--- config.mk ---
export PLATFORM = sky130hd
export DESIGN_NAME = stot_ram
export DESIGN_NICKNAME = d
export VERILOG_FILES = /design/src/sv/stot_ram.sv
export SDC_FILE = /design/constraint.sdc
export NUM_CORES = 1
export LEC_CHECK = 0
export ABC_AREA = 1
export BUFFER_PORTS_ARGS = -buffer_cell sky130_fd_sc_hd__buf_4
export CORE_MARGIN = 8
export CORE_UTILIZATION = 40
export DETAILED_ROUTE_END_ITERATION = 16
export PLACE_DENSITY_LB_ADDON = 0.05
export SETUP_SLACK_MARGIN = 0.05
export SYNTH_ARGS = -nofsm -noshare
export SYNTH_HDL_FRONTEND = slang
export SYNTH_SLANG_ARGS = --single-unit
--- constraint.sdc ---
create_clock -name clk -period 4.7 [get_ports clk]
set_clock_uncertainty 0.05 [all_clocks]
set_input_delay 0.94 -clock clk [delete_from_list [all_inputs] [get_ports clk]]
set_output_delay 0.94 -clock clk [all_outputs]
set_load 0.01 [all_outputs]
--- src/sv/stot_ram.sv ---
// Generic single-port-write, one-read RAM with registered read.
module stot_ram #(
    parameter int WIDTH = 8,
    parameter int DEPTH = 64
) (
    input  logic                     clk,
    input  logic                     we,
    input  logic [$clog2(DEPTH)-1:0] waddr,
    input  logic [WIDTH-1:0]         wdata,
    input  logic [$clog2(DEPTH)-1:0] raddr,
    output logic [WIDTH-1:0]         rdata
);
    logic [WIDTH-1:0] mem [DEPTH];

    always_ff @(posedge clk)
    begin
        if (we)
        begin
            mem[waddr] <= wdata;
        end
        rdata <= mem[raddr];
    end
endmodule

### Yosys cells after proc, flatten, opt, wreduce, memory -nomap -nowiden

Memories as Yosys holds them, arrays and structs flattened. A register that Yosys moved wholly into a read port is not among the register bits.
Index checks and enable logic that the tools add are counted.
Widths: inputs -> output; s select.

* register bits: 0
* latch bits: 0
* bits in writable memories: 512
* ROM bits: 0
* input bits: 22
* logic and storage cells: 3
* memories kept: 1

* $add $sub $neg: 0
* multiply operators: 0
* divide/modulo/power cells: 0
* order comparisons: 0
* equality and inequality tests: 0
* shift operators: 0
* mux-type cells: 2
* bitwise gates (word level): 0
* reduce and logical (&&, ||, !) cells: 0

Memory list
* mem: depth 64, bits a word 8, rd ports 1, clocked after Yosys merged registers in 1, write ports 1, RTL line 13 `logic [WIDTH-1:0] mem [DEPTH];`

Operators by type and width (count)
* $mux 1: 2

### Depth between registers and ports, before layout

* word-level depth: 2
* gate-level depth with buffers: 12
* gate-level depth less buffers: 9

### Worst setup path before layout

Ideal clock, no wire load.

* path kind: input -> register
* from: in we
* to: mem mem[48][0], enable pin
* setup time: 0.395 ns
* data arrival time: 2.311 ns
* required time: 4.255 ns
* path slack: 1.944 ns
* stages on the path: 3
* buffers on the path: 1
* cells stage by stage: clkbuf_1 nand4_1 nor4_1

* longest elaborated chain between the ends: 2

RTL lines
* from (decl): RTL line 7 `input logic we,`
* $mux 1: RTL line 17 `if (we)`
* $mux 1 (implied by the code): RTL line 19 `mem[waddr] <= wdata;`
* to (decl): RTL line 13

Every way passes these cells.

==> flow_metrics.tcl <==
set metrics [dict create \
    status "finished, final reports clean" \
    grt_antenna_before_repair 0 \
    drive_gt1_share_pct 8.00 \
    worst-path-max-fanout 104 \
    iteration_0_drc_count_of_the_detailed_router 1034 \
    drv_cap 0 \
    syn_std_cell_area_mm2 0.0213 \
    layout_worst_path_cycle_share_pct 62.3 \
    switching_power_mw 2.26 \
    number_of_global_route_vias_before_repair 13081 \
    cts-buffers-inserted 57 \
    endpoint_kind "register" \
    critPathLaunchType "input pin" \
    port_buffers 29 \
    fillerInstances 4874 \
    hpwl_reported_at_the_end_of_detailed_placement_mm 32.1 \
    timing.critical_path.buf_inv 3 \
    comb_power_share_pct 6.1 \
    cell_variety_after_synth 16 \
    avgRoutedWirePerCell_um 22.9 \
    worstHoldPathType "in2reg" \
    cts_resized 0 \
    total_placed_instance_area_mm2 0.0220 \
    power.share.clock_pct 42.9 \
    hold-worst-slack_ns 0.677 \
    grt_setup_unrepaired "false" \
    worst-endpoint-required_ns 5.19 \
    effective_utilization_at_floorplan_pct 40.5 \
    htree_levels 2 \
    most-common-layout-cells "nand2_1, edfxtp_1, nand3_1" \
    internal_power_summed_over_all_cells_mw 7.82 \
    postRouteWirelength_mm 58.5 \
    period_minus_slack_ns 2.93 \
    fmax_mhz 341 \
    layout_commonest_cell "nand2_1" \
    synth.avg_cell_area_um2 11.8 \
    die-width_um 247 \
    routabilityCongestion 0.768 \
    grt_pass1_wl_mm 87.0 \
    netlist_instances 1805 \
    seqPwrFrac_pct 51.0 \
    worst_slew_pin_slew_ns 0.963 \
    worstPathArrival_ns 3.42 \
    post-cts-setup-buffers 0 \
    delay_heaviest_family_cp "buffers and inverters" \
    placementRows 84 \
    power.density_cell_area_mw_per_mm2 425 \
    detail_route.drc_violations 0 \
    timing.final.hold_violations 0 \
    clk_pin_slew_worst_paths_ns 0.06 \
    ioPinCount 30 \
    power_leakage_nw 8.49 \
    ctsLongestPathBuffers 3 \
    worst_skew_late_latency_ns 0.61 \
    layout.nets 1843 \
    fp.coreArea_mm2 0.0527 \
    grt_max_degree 105 \
    tritoncts "done" \
    clock_sink_count 520 \
    criticalPathCategory "in2reg" \
    vias_per_cell 5.27 \
    cp_slowest_cell "inv_8" \
    ant_nets 0 \
    power_switching_share_pct 22.4 \
    setup_viol 0 \
    max_stage_delay_ns 0.55 \
    global_route.overflow_total 0 \
    num_vias 13459 \
    timing.final.max_slew_violations 0 \
    dieArea_mm2 0.0610 \
    layout.cell_area.non_filler_mm2 0.0238 \
    synth_fp_nets 1827 \
    synth-seq-cells 520 \
    peakVddDrop_uv 275 \
    relSlewSlack_pct 35.6 \
    cts_hold_buf 0 \
    drt_pass1_iterations 5 \
    synthesis.yosys.warnings 0 \
    die_height_um 247 \
    fin_setup_tns_ns 0 \
    ctsRootBufferMaster "clkbuf_16" \
    path_cells "clkbuf_8, inv_8, buf_4, nand2_1, nand3_1, nand3_1, nand2_1, nand2_1, nand3_1, nand3_1, nand2_1" \
    groute.usage.overall_pct 19.2 \
    synth.yosys.seq_area_share_pct 72.8 \
    layout_area_growth_over_synthesis_pct 11.3 \
]
flip-flops by register name, summed over array words and instances, names as in the netlist:
name	count
mem	512
rdata	8
cell type report:
cell class,instances,area [um2],share of cell area (%)
sequential,520,15500,65.4
antenna,1,2.50,0.0105
timing repair buffer,70,582,2.45
multi-input combinational,1160,4950,20.8
tap,688,861,3.62
clock buffer,72,1480,6.24
clock inverter,29,290,1.22
inverter,12,55.1,0.232
power by group through the flow:
stage	clock network, mW	logic (mW)	registers (mW)
detailed placement	0	0.629	5.24
global route	4.61	0.680	5.15
CTS	4.44	0.630	5.15
global placement	0	0.628	5.24
finish	4.32	0.616	5.15
floorplan	0	0.361	5.24
metrics by stage:
stage                     power (mW)  util [%]  cells  worst slack, ns
final                           10.1      45.1   2552             1.77
after global placement          5.87      41.7   2450             1.09
after detailed placement        5.87      41.7   2450             1.09
after global routing            10.4      45.1   2551             1.60
after floorplan                 5.60         -   1805             1.94
after CTS                       10.2      45.1   2551             1.74
synth_stat cells:
library cell	number	area, um2
dfxtp_1	8	160
edfxtp_1	512	15400
nor2_1	56	210
nand3_1	439	2200
buf_6	35	394
buf_2	37	185
nand4_1	9	56.3
inv_6	1	8.76
nor4_1	8	50.1
nand2_1	648	2430
inv_1	10	37.5
clkbuf_1	15	56.3
buf_8	2	30.0
buf_1	10	37.5
inv_2	1	3.75
buf_4	14	105
logic make-up (layout without fill, tap and decap cells):
logic type / after synthesis / in the layout / synth area share (%)
buf+inv: 125 / 183 / 4.02
flops: 520 / 520 / 72.8
simple gates: 1160 / 1160 / 23.2
other cells: 0 / 1 / 0
worst reg2reg max path: stages, from the launching register on:
cell and delay, ns:
edfxtp_1 0.35, nand2_1 0.07, nand3_1 0.10, nand3_1 0.12, nand2_1 0.13, nand2_1 0.08, nand3_1 0.13, nand3_1 0.24
nand2_1 0.11
worst paths after layout:
check | from | end | slack, ns | cells after the start
min reg2reg | mem[0][0] | rdata[0] | 0.78 | 8
max reg2reg | mem[53][6] | rdata[6] | 3.20 | 8
min | raddr[5] | rdata[7] | 0.68 | 3
max | raddr[0] | rdata[6] | 1.77 | 11
metal layers:
| layer | share of wire (%) | GRT usage (%) |
|---|---|---|
| met1 | 46 | 27.4 |
| met2 | 46 | 30.3 |
| met3 | 5.2 | 2.97 |
| met4 | 2.3 | 5.72 |
| met5 | 0 | 0 |
Power figures use the tool's default switching activity.
