### src/sv/stot_pkg.sv
// Package: shared types and constants of the shape table overlap tester.
package stot_pkg;
    localparam logic [1:0] OP_STORE = 2'd0;
    localparam logic [1:0] OP_OVERLAP = 2'd1;
    localparam logic [1:0] OP_POINT = 2'd2;

    localparam logic [1:0] KIND_NONE = 2'd0;
    localparam logic [1:0] KIND_CIRCLE = 2'd1;
    localparam logic [1:0] KIND_RECT = 2'd2;

    typedef struct packed {
        logic [1:0]  opcode;
        logic [5:0]  slot;
        logic [15:0] shape_id;
        logic [1:0]  kind;
        logic signed [15:0] pos_x;
        logic signed [15:0] pos_y;
        logic [14:0] size_w;
        logic [14:0] size_h;
        logic [15:0] other_id;
        logic signed [15:0] point_x;
        logic signed [15:0] point_y;
    } item_t;

    typedef struct packed {
        logic       found_first;
        logic       found_second;
        logic [5:0] slot_first;
        logic [5:0] slot_second;
        logic       overlaps;
        logic       inside_res;
        logic       free_found;
        logic [5:0] free_slot;
    } result_t;
endpackage

### src/sv/stot_geom.sv
// Geometry: multi-cycle overlap and containment test on two registered entries.
module stot_geom import stot_pkg::*; #(
    parameter int CB = 16
) (
    input  logic                 clk,
    input  logic                 rst_n,
    input  logic                 start,
    input  logic                 point_mode,
    input  logic [1:0]           ka,
    input  logic signed [CB-1:0] ax,
    input  logic signed [CB-1:0] ay,
    input  logic [CB-2:0]        aw,
    input  logic [CB-2:0]        ah,
    input  logic [1:0]           kb,
    input  logic signed [CB-1:0] bx,
    input  logic signed [CB-1:0] by,
    input  logic [CB-2:0]        bw,
    input  logic [CB-2:0]        bh,
    output logic                 done,
    output logic                 hit
);
    localparam int W = CB + 3;
    localparam int P = 2 * W + 1;

    logic [1:0]          step_reg, step_next;
    logic signed [W-1:0] dx_reg, dy_reg, r_reg;
    logic signed [P-1:0] sqx_reg, sqy_reg, sqr_reg;
    logic                rect_reg, hit_reg;

    logic a_c, b_c, rr;
    logic signed [W-1:0] cx, cy, rad, x0, y0, x1, y1, qx, qy;
    logic signed [W-1:0] ax0, ay0, ax1, ay1, bx0, by0, bx1, by1;
    logic                rect_hit;

    always_comb
    begin
        a_c = (ka == KIND_CIRCLE);
        b_c = (kb == KIND_CIRCLE);
        ax0 = W'(ax);
        ay0 = W'(ay);
        ax1 = W'(ax) + W'(aw);
        ay1 = W'(ay) + W'(ah);
        bx0 = W'(bx);
        by0 = W'(by);
        bx1 = W'(bx) + W'(bw);
        by1 = W'(by) + W'(bh);
        rect_hit = 1'b0;
        rr = 1'b0;
        cx = '0;
        cy = '0;
        rad = '0;
        qx = '0;
        qy = '0;
        x0 = '0;
        y0 = '0;
        x1 = '0;
        y1 = '0;
        if (point_mode)
        begin
            // b holds the point
            if (a_c)
            begin
                qx = bx0 - ax0;
                qy = by0 - ay0;
                rad = W'(aw);
            end
            else
            begin
                rr = 1'b1;
                rect_hit = (bx0 >= ax0) && (bx0 <= ax1) && (by0 >= ay0) && (by0 <= ay1);
            end
        end
        else if (a_c && b_c)
        begin
            qx = ax0 - bx0;
            qy = ay0 - by0;
            rad = W'(aw) + W'(bw);
        end
        else if (!a_c && !b_c)
        begin
            rr = 1'b1;
            rect_hit = (ax0 <= bx1) && (bx0 <= ax1) && (ay0 <= by1) && (by0 <= ay1);
        end
        else
        begin
            cx = a_c ? ax0 : bx0;
            cy = a_c ? ay0 : by0;
            rad = a_c ? W'(aw) : W'(bw);
            x0 = a_c ? bx0 : ax0;
            y0 = a_c ? by0 : ay0;
            x1 = a_c ? bx1 : ax1;
            y1 = a_c ? by1 : ay1;
            qx = (cx < x0) ? x0 : ((cx > x1) ? x1 : cx);
            qy = (cy < y0) ? y0 : ((cy > y1) ? y1 : cy);
            qx = qx - cx;
            qy = qy - cy;
        end
    end

    always_comb
    begin
        step_next = step_reg;
        case (step_reg)
            2'd0: if (start) step_next = 2'd1;
            2'd1: step_next = 2'd2;
            2'd2: step_next = 2'd3;
            2'd3: step_next = 2'd0;
            default: step_next = 2'd0;
        endcase
    end

    always_ff @(posedge clk or negedge rst_n)
    begin
        if (!rst_n)
        begin
            step_reg <= 2'd0;
        end
        else
        begin
            step_reg <= step_next;
        end
    end

    always_ff @(posedge clk)
    begin
        if (step_reg == 2'd0 && start)
        begin
            dx_reg <= qx;
            dy_reg <= qy;
            r_reg <= rad;
            rect_reg <= rr;
            hit_reg <= rect_hit;
        end
        if (step_reg == 2'd1)
        begin
            sqx_reg <= P'(dx_reg * dx_reg);
            sqy_reg <= P'(dy_reg * dy_reg);
            sqr_reg <= P'(r_reg * r_reg);
        end
        if (step_reg == 2'd2 && !rect_reg)
        begin
            hit_reg <= (sqx_reg + sqy_reg) <= sqr_reg;
        end
    end

    assign done = (step_reg == 2'd3);
    assign hit = hit_reg;
endmodule

### config.mk
export PLATFORM = sky130hd
export DESIGN_NAME = stot_geom
export DESIGN_NICKNAME = d
export VERILOG_FILES = /design/src/sv/stot_pkg.sv /design/src/sv/stot_geom.sv
export SDC_FILE = /design/constraint.sdc
export NUM_CORES = 2
export LEC_CHECK = 0
export CAP_MARGIN = 20
export CORE_ASPECT_RATIO = 0.75
export CORE_UTILIZATION = 40
export DETAILED_ROUTE_END_ITERATION = 6
export DONT_BUFFER_PORTS = 1
export PLACE_DENSITY_LB_ADDON = 0.25
export SYNTH_ARGS = -nofsm -noshare
export SYNTH_HDL_FRONTEND = slang
export SYNTH_SLANG_ARGS = --single-unit
export TNS_END_PERCENT = 30
### constraint.sdc
create_clock -name clk -period 8.8 [get_ports clk]
set_input_delay 2.64 -clock clk [delete_from_list [all_inputs] [get_ports clk]]
set_output_delay 2.64 -clock clk [all_outputs]
set_load 0.01 [all_outputs]
# Yosys cells after proc, flatten, opt, wreduce, memory -nomap -nowiden

Cells that the tools add are included.

$add $sub $neg: 12
$mul: 3
$lt $le $gt $ge: 11
Eq/ne operators: 6
Mux-type cells: 35
Reduce and logical (&&, ||, !) cells: 15

Operator list:

| cell               | count |
|---|---|
| $mux 19            | 19 |
| $mul 19x19->38     | 3 |
| $add 16x16->17     | 4 |
| $le 16x17->1       | 4 |
| $sub 16x16->17     | 4 |
| $mux 15            | 3 |
| $add 39x39->39     | 1 |
| $le 39x39->1       | 1 |
| $gt 19x19->1       | 2 |
| $lt 19x19->1       | 2 |
| $sub 19x19->19     | 2 |
| $ge 16x16->1       | 2 |
| $add 15x15->16     | 1 |
| $mux 16            | 1 |
| $logic_and 1x1->1  | 10 |
| $mux 1             | 10 |
| $pmux 2 s4         | 1 |
| $eq 2x1->1 const B | 3 |
| $eq 2x2->1 const B | 2 |
| $logic_not 1->1    | 3 |
| $logic_not 2->1    | 1 |
| $mux 2             | 1 |
| $ne 2x2->1 const B | 1 |
| $reduce_bool 2->1  | 1 |

Register bits: 178
Input bits: 132
Output and inout bits: 2
Logic and storage cells: 91

# Longest topological paths before layout

Depth in word-level cells: 10
Depth in mapped cells: 35
Gate-level depth less buffers: 35

# Worst setup path after synthesis

OpenSTA, ideal clock, no wires.

Path kind: in2reg
Start point: input ax[0]
End point: register dx_reg[16] (data pin)
Setup time: 0.268 ns
Arrival time: 8.763 ns
Required time: 8.532 ns
Path slack: -0.232 ns
Stages: 34
Path buffers: 1
Path through: ha_1 > inv_1 > fa_1 > nor2b_1 > o31a_1 > o211ai_1 > a21bo_2 > a21oi_1 > o21a_1 > o21ai_0 > a211o_1 > mux2_2 > ha_1 > nand4_1 > nor4_1 > o21ai_1 > o2111ai_1 > o221ai_1 > and2_1 > o21ai_0 > nor2b_1 > clkbuf_1 > a21oi_1 > ha_1 > nor2b_1 > o21ai_1 > a21oi_1 > o21ai_0 > a21boi_1 > o2111ai_1 > nand3b_1 > a41oi_1 > xor2_1 > o21ai_0

Cells in the longest elaborated chain, start to end: 9
Elaborated cells between the ends (all ways): 15
Classes of those cells: add/sub (4); order compare (2); mux (9)

Ends and longest elaborated chain:

| element              | line             | source |
|---|---|---|
| start, declared      | stot_geom.sv:10  | `input logic signed [CB-1:0] ax,` |
| $add 16x16->17       | stot_geom.sv:41  | `ax1 = W'(ax) + W'(aw);` |
| $mux 19              | stot_geom.sv:91  | `x1 = a_c ? bx1 : ax1;` |
| $gt 19x19->1         | stot_geom.sv:93  | `qx = (cx < x0) ? x0 : ((cx > x1) ? x1 : cx);` |
| $mux 19 (2 in a row) | stot_geom.sv:93  |  |
| $sub 19x19->19       | stot_geom.sv:95  | `qx = qx - cx;` |
| $mux 19              | stot_geom.sv:79  | `else if (!a_c && !b_c)` |
| $mux 19              | stot_geom.sv:73  | `else if (a_c && b_c)` |
| $mux 19 *            | stot_geom.sv:58  | `if (point_mode)` |
| net qx[16]           | stot_geom.sv:31  | `logic signed [W-1:0] cx, cy, rad, x0, y0, x1, y1, qx, qy;` |
| end signal, assigned | stot_geom.sv:128 | `dx_reg <= qx;` |
| end, declared        | stot_geom.sv:26  | `logic signed [W-1:0] dx_reg, dy_reg, r_reg;` |

The timed path passes the listed nets; every way through them passes the cells marked *.
A chain may end at the register's enable or synchronous reset.

# Worst setup path in the final report

Start point: input by[0]
End point: register dy_reg[15] (data pin)

Cells in the longest elaborated chain, start to end: 9
Elaborated cells between the ends (all ways): 15
Classes of those cells: add/sub (4); order compare (2); mux (9)

Ends and longest elaborated chain:

| element              | line             | source |
|---|---|---|
| start, declared      | stot_geom.sv:16  | `input logic signed [CB-1:0] by,` |
| $add 16x16->17       | stot_geom.sv:46  | `by1 = W'(by) + W'(bh);` |
| $mux 19              | stot_geom.sv:92  | `y1 = a_c ? by1 : ay1;` |
| $gt 19x19->1         | stot_geom.sv:94  | `qy = (cy < y0) ? y0 : ((cy > y1) ? y1 : cy);` |
| $mux 19 (2 in a row) | stot_geom.sv:94  |  |
| $sub 19x19->19       | stot_geom.sv:96  | `qy = qy - cy;` |
| $mux 19              | stot_geom.sv:79  |  |
| $mux 19              | stot_geom.sv:73  |  |
| $mux 19 *            | stot_geom.sv:58  |  |
| net qy[15]           | stot_geom.sv:31  |  |
| end signal, assigned | stot_geom.sv:129 | `dy_reg <= qy;` |
| end, declared        | stot_geom.sv:26  |  |

Marked as above.

==> summary.md <==
| Metric | Value |
|---|---|
| Detailed-route DRC error count | 9 |
| Row count | 114 |
| Synthesis Warnings | 0 |
| Slew Limit Fails | 0 |
| Yosys top cell area share | 32.9% |
| Slowest CP cell | a222oi_1 |
| Clock slew at reported path FFs | 70 ps |
| Vias in the first global route | 41500 |
| CTS tree | done |
| Post-Route WL | 142000 um |
| Worst hold path type | flip-flop to flip-flop |
| Critical Path Sink Type | flip-flop |
| Sequential area share after synthesis | 9.53% |
| Commonest non-fill, non-tap cell in the layout | inv_1 |
| Sinks on Clock Net | 165 |
| Root Buffer | clkbuf_16 |
| Crit path max-delay family | compound AO/OA/AOI/OAI gates |
| Slew of the pin with the lowest slew margin | 1060 ps |
| Final hold vios | 0 |
| Final WS setup | -10.2 ps |
| Gr usage total | 22.4% |
| Top cells by area, synth | fa_1 33%, ha_1 17%, edfxtp_1 9.4%, inv_1 8.8%, nand2_1 3.3% |
| PortBufs | 0 |
| Final setup fails | 1 |
| Diodes inserted | 0 |
| Tightest hold margin | 603 ps |
| Initial antenna violation count | 2 |
| CP Launch Type | primary input |
| Die span in x | 418 um |
| Final GP Congestion | 0.928 |
| Unrepaired setup endpoints after global routing | yes |
| Violated checks | DRC, setup timing |
| H-tree depth | 4 |
| CTS Buf Count | 17 |
| First-pass GRT wire length | 230000 um |
| Max frequency | 114 MHz |
| MaxCap Viol Count | 0 |
| # nets final | 7605 |
| Largest net degree at the start of global routing | 64 |
| Core box area | 0.129 mm^2 |
| Clk Latency, worst-skew pair | 520 ps |
| Post-synth top flop | edfxtp_1 |
| Post-route ant nets | 0 |
| EDFF count, synth | 163 |
| CP max FO | 11 |
| Starting density of the core | 40.3% |
| Clk buf depth | 2 |
| Routed vias | 40200 |
| Final core occ | 44.1% |
| DP Wirelength | 122000 um |
| Critical path class | primary input to flip-flop |
| Syn Inst Count | 5753 |
| DR pass1 iterations | 7 |
| Die Ht | 314 um |
| Die area | 0.131 mm^2 |
| Number of synthesized register bits | 165 |
| Vias per Instance | 5.23 |
| Outcome | complete, but fails checks |
| CP Data Required Time | 9050 ps |
| Setup Skew | 13.6 ps |
| Area grow syn2layout | 9.47% |
| Cell Area, Synth | 0.0519 mm^2 |
| Avg WL per Cell | 18.5 um |
| Commonest cells after routing, fill and taps aside | 1214 x inv_1, 849 x fa_1, 689 x ha_1 |
| Slowest cell delay on critical path | 520 ps |
| DP Worst Slack | -1050 ps |
| I/O Pins | 134 |
| Cell taking the most area after synthesis | fa_1 |
| DR iter-0 viols | 3168 |
| CP Buf/Inv Count | 4 |
| Async SR Flop Fraction | 1.21% |
| Gr ovfl total | 0 |
| WP data arrival | 9060 ps |
| Synth cell types | 90 |
| Min Clock Period, post-route | 8810 ps |
| Syn nets | 7435 |
| Layout cells sized above 1 | 7.77% |
| Slew HR | 29.2% |
| Final setup TNS | -10.2 ps |
| Final Cycle Share | 100% |
| Mapped Avg Cell Area | 9.01 um^2 |
==> Yosys cell counts, types with 16 or more instances <==
library cell  count
nor3_1           68
a221oi_1         20
and3_1           31
o211ai_1         28
mux2_2           19
xor2_1           93
a211oi_1         33
inv_1          1216
nand2b_1         69
a21o_1          145
o221ai_1         16
xnor2_1         159
o21a_1           46
clkbuf_1        137
and2_1          210
nand2_1         452
o21ai_0         142
nand3_1          58
or3_1            21
nor2b_1          72
nor2_1          277
nand4_1          41
o22ai_1          45
edfxtp_1        163
o21bai_1         32
a21oi_1         273
ha_1            697
o21ai_1          38
fa_1            853
==> cells by family after synthesis <==
family / share of synthesized area (%)
AND/OR/NAND/NOR: 12.7
multiplexers: 0.625
adder cells (fa/ha/maj): 49.9
AO/OA/AOI/OAI: 13.1
buffers and inverters: 9.97
flip-flops: 9.53
XOR/XNOR: 4.26
==> worst paths after layout <==
path | cells past startpoint | to | startpoint | slack [ps]
max in group asynchronous | 0 | step_reg[1] | rst_n | 6920
max | 31 | dy_reg[15] | by[0] | -10
min reg2reg | 1 | step_reg[1] | step_reg[1] | 600
min | 1 | step_reg[1] | step_reg[1] | 600
min in group asynchronous | 0 | step_reg[0] | rst_n | 1810
max reg2reg | 21 | sqx_reg[36] | dx_reg[4] | 750
==> layer usage <==
metal	track usage (%)	vias up	wire length, um
met3	5.03	133	11500
met5	0	-	0
met4	4.80	0	2730
li1	-	19100	-
met2	32.8	1210	58800
met1	33.6	19700	69200
==> per-stage QoR <==
stage	instance area, um^2	cells
2_1_floorplan	51900	5753
3_3_place_gp	55700	7625
3_5_place_dp	55700	7625
4_1_cts	56400	7661
5_1_grt	56800	7676
6_report	56800	7676
==> worst reg2reg max path, cell delays in order, from the launching register on <==
cell       delay (ps)
edfxtp_1         1050
nand2_1           250
inv_1             130
fa_1              440
fa_1              550
inv_1              60
fa_1              500
fa_1              550
inv_1              50
fa_1              490
fa_1              410
ha_1              280
ha_1              380
nand4_1           120
a2111oi_0         580
o22ai_1           190
buf_4             200
o311ai_1          640
a31oi_1           250
o21ai_1           360
a31oi_1           160
xnor2_1           170
==> final cells by class <==
class | count | area (um^2)
fill | 12500 | 72000
sequential | 165 | 4940
inverter | 1220 | 4580
timing repair buffer | 305 | 2380
clock buffer | 18 | 429
tap | 1740 | 2180
clock inverter | 14 | 143
multi-input combinational | 4214 | 42100
==> timing repair <==
item                                    in CTS  in global routing
hold buffers                                 0                  0
resized for setup                           16                 73
pin swaps                                    9                 66
endpoints found under the setup margin      20                 24
buffers inserted                             4                 16
Power is not shown: default switching activity piles up to over one toggle a cycle in this logic, so the estimate is an artifact.
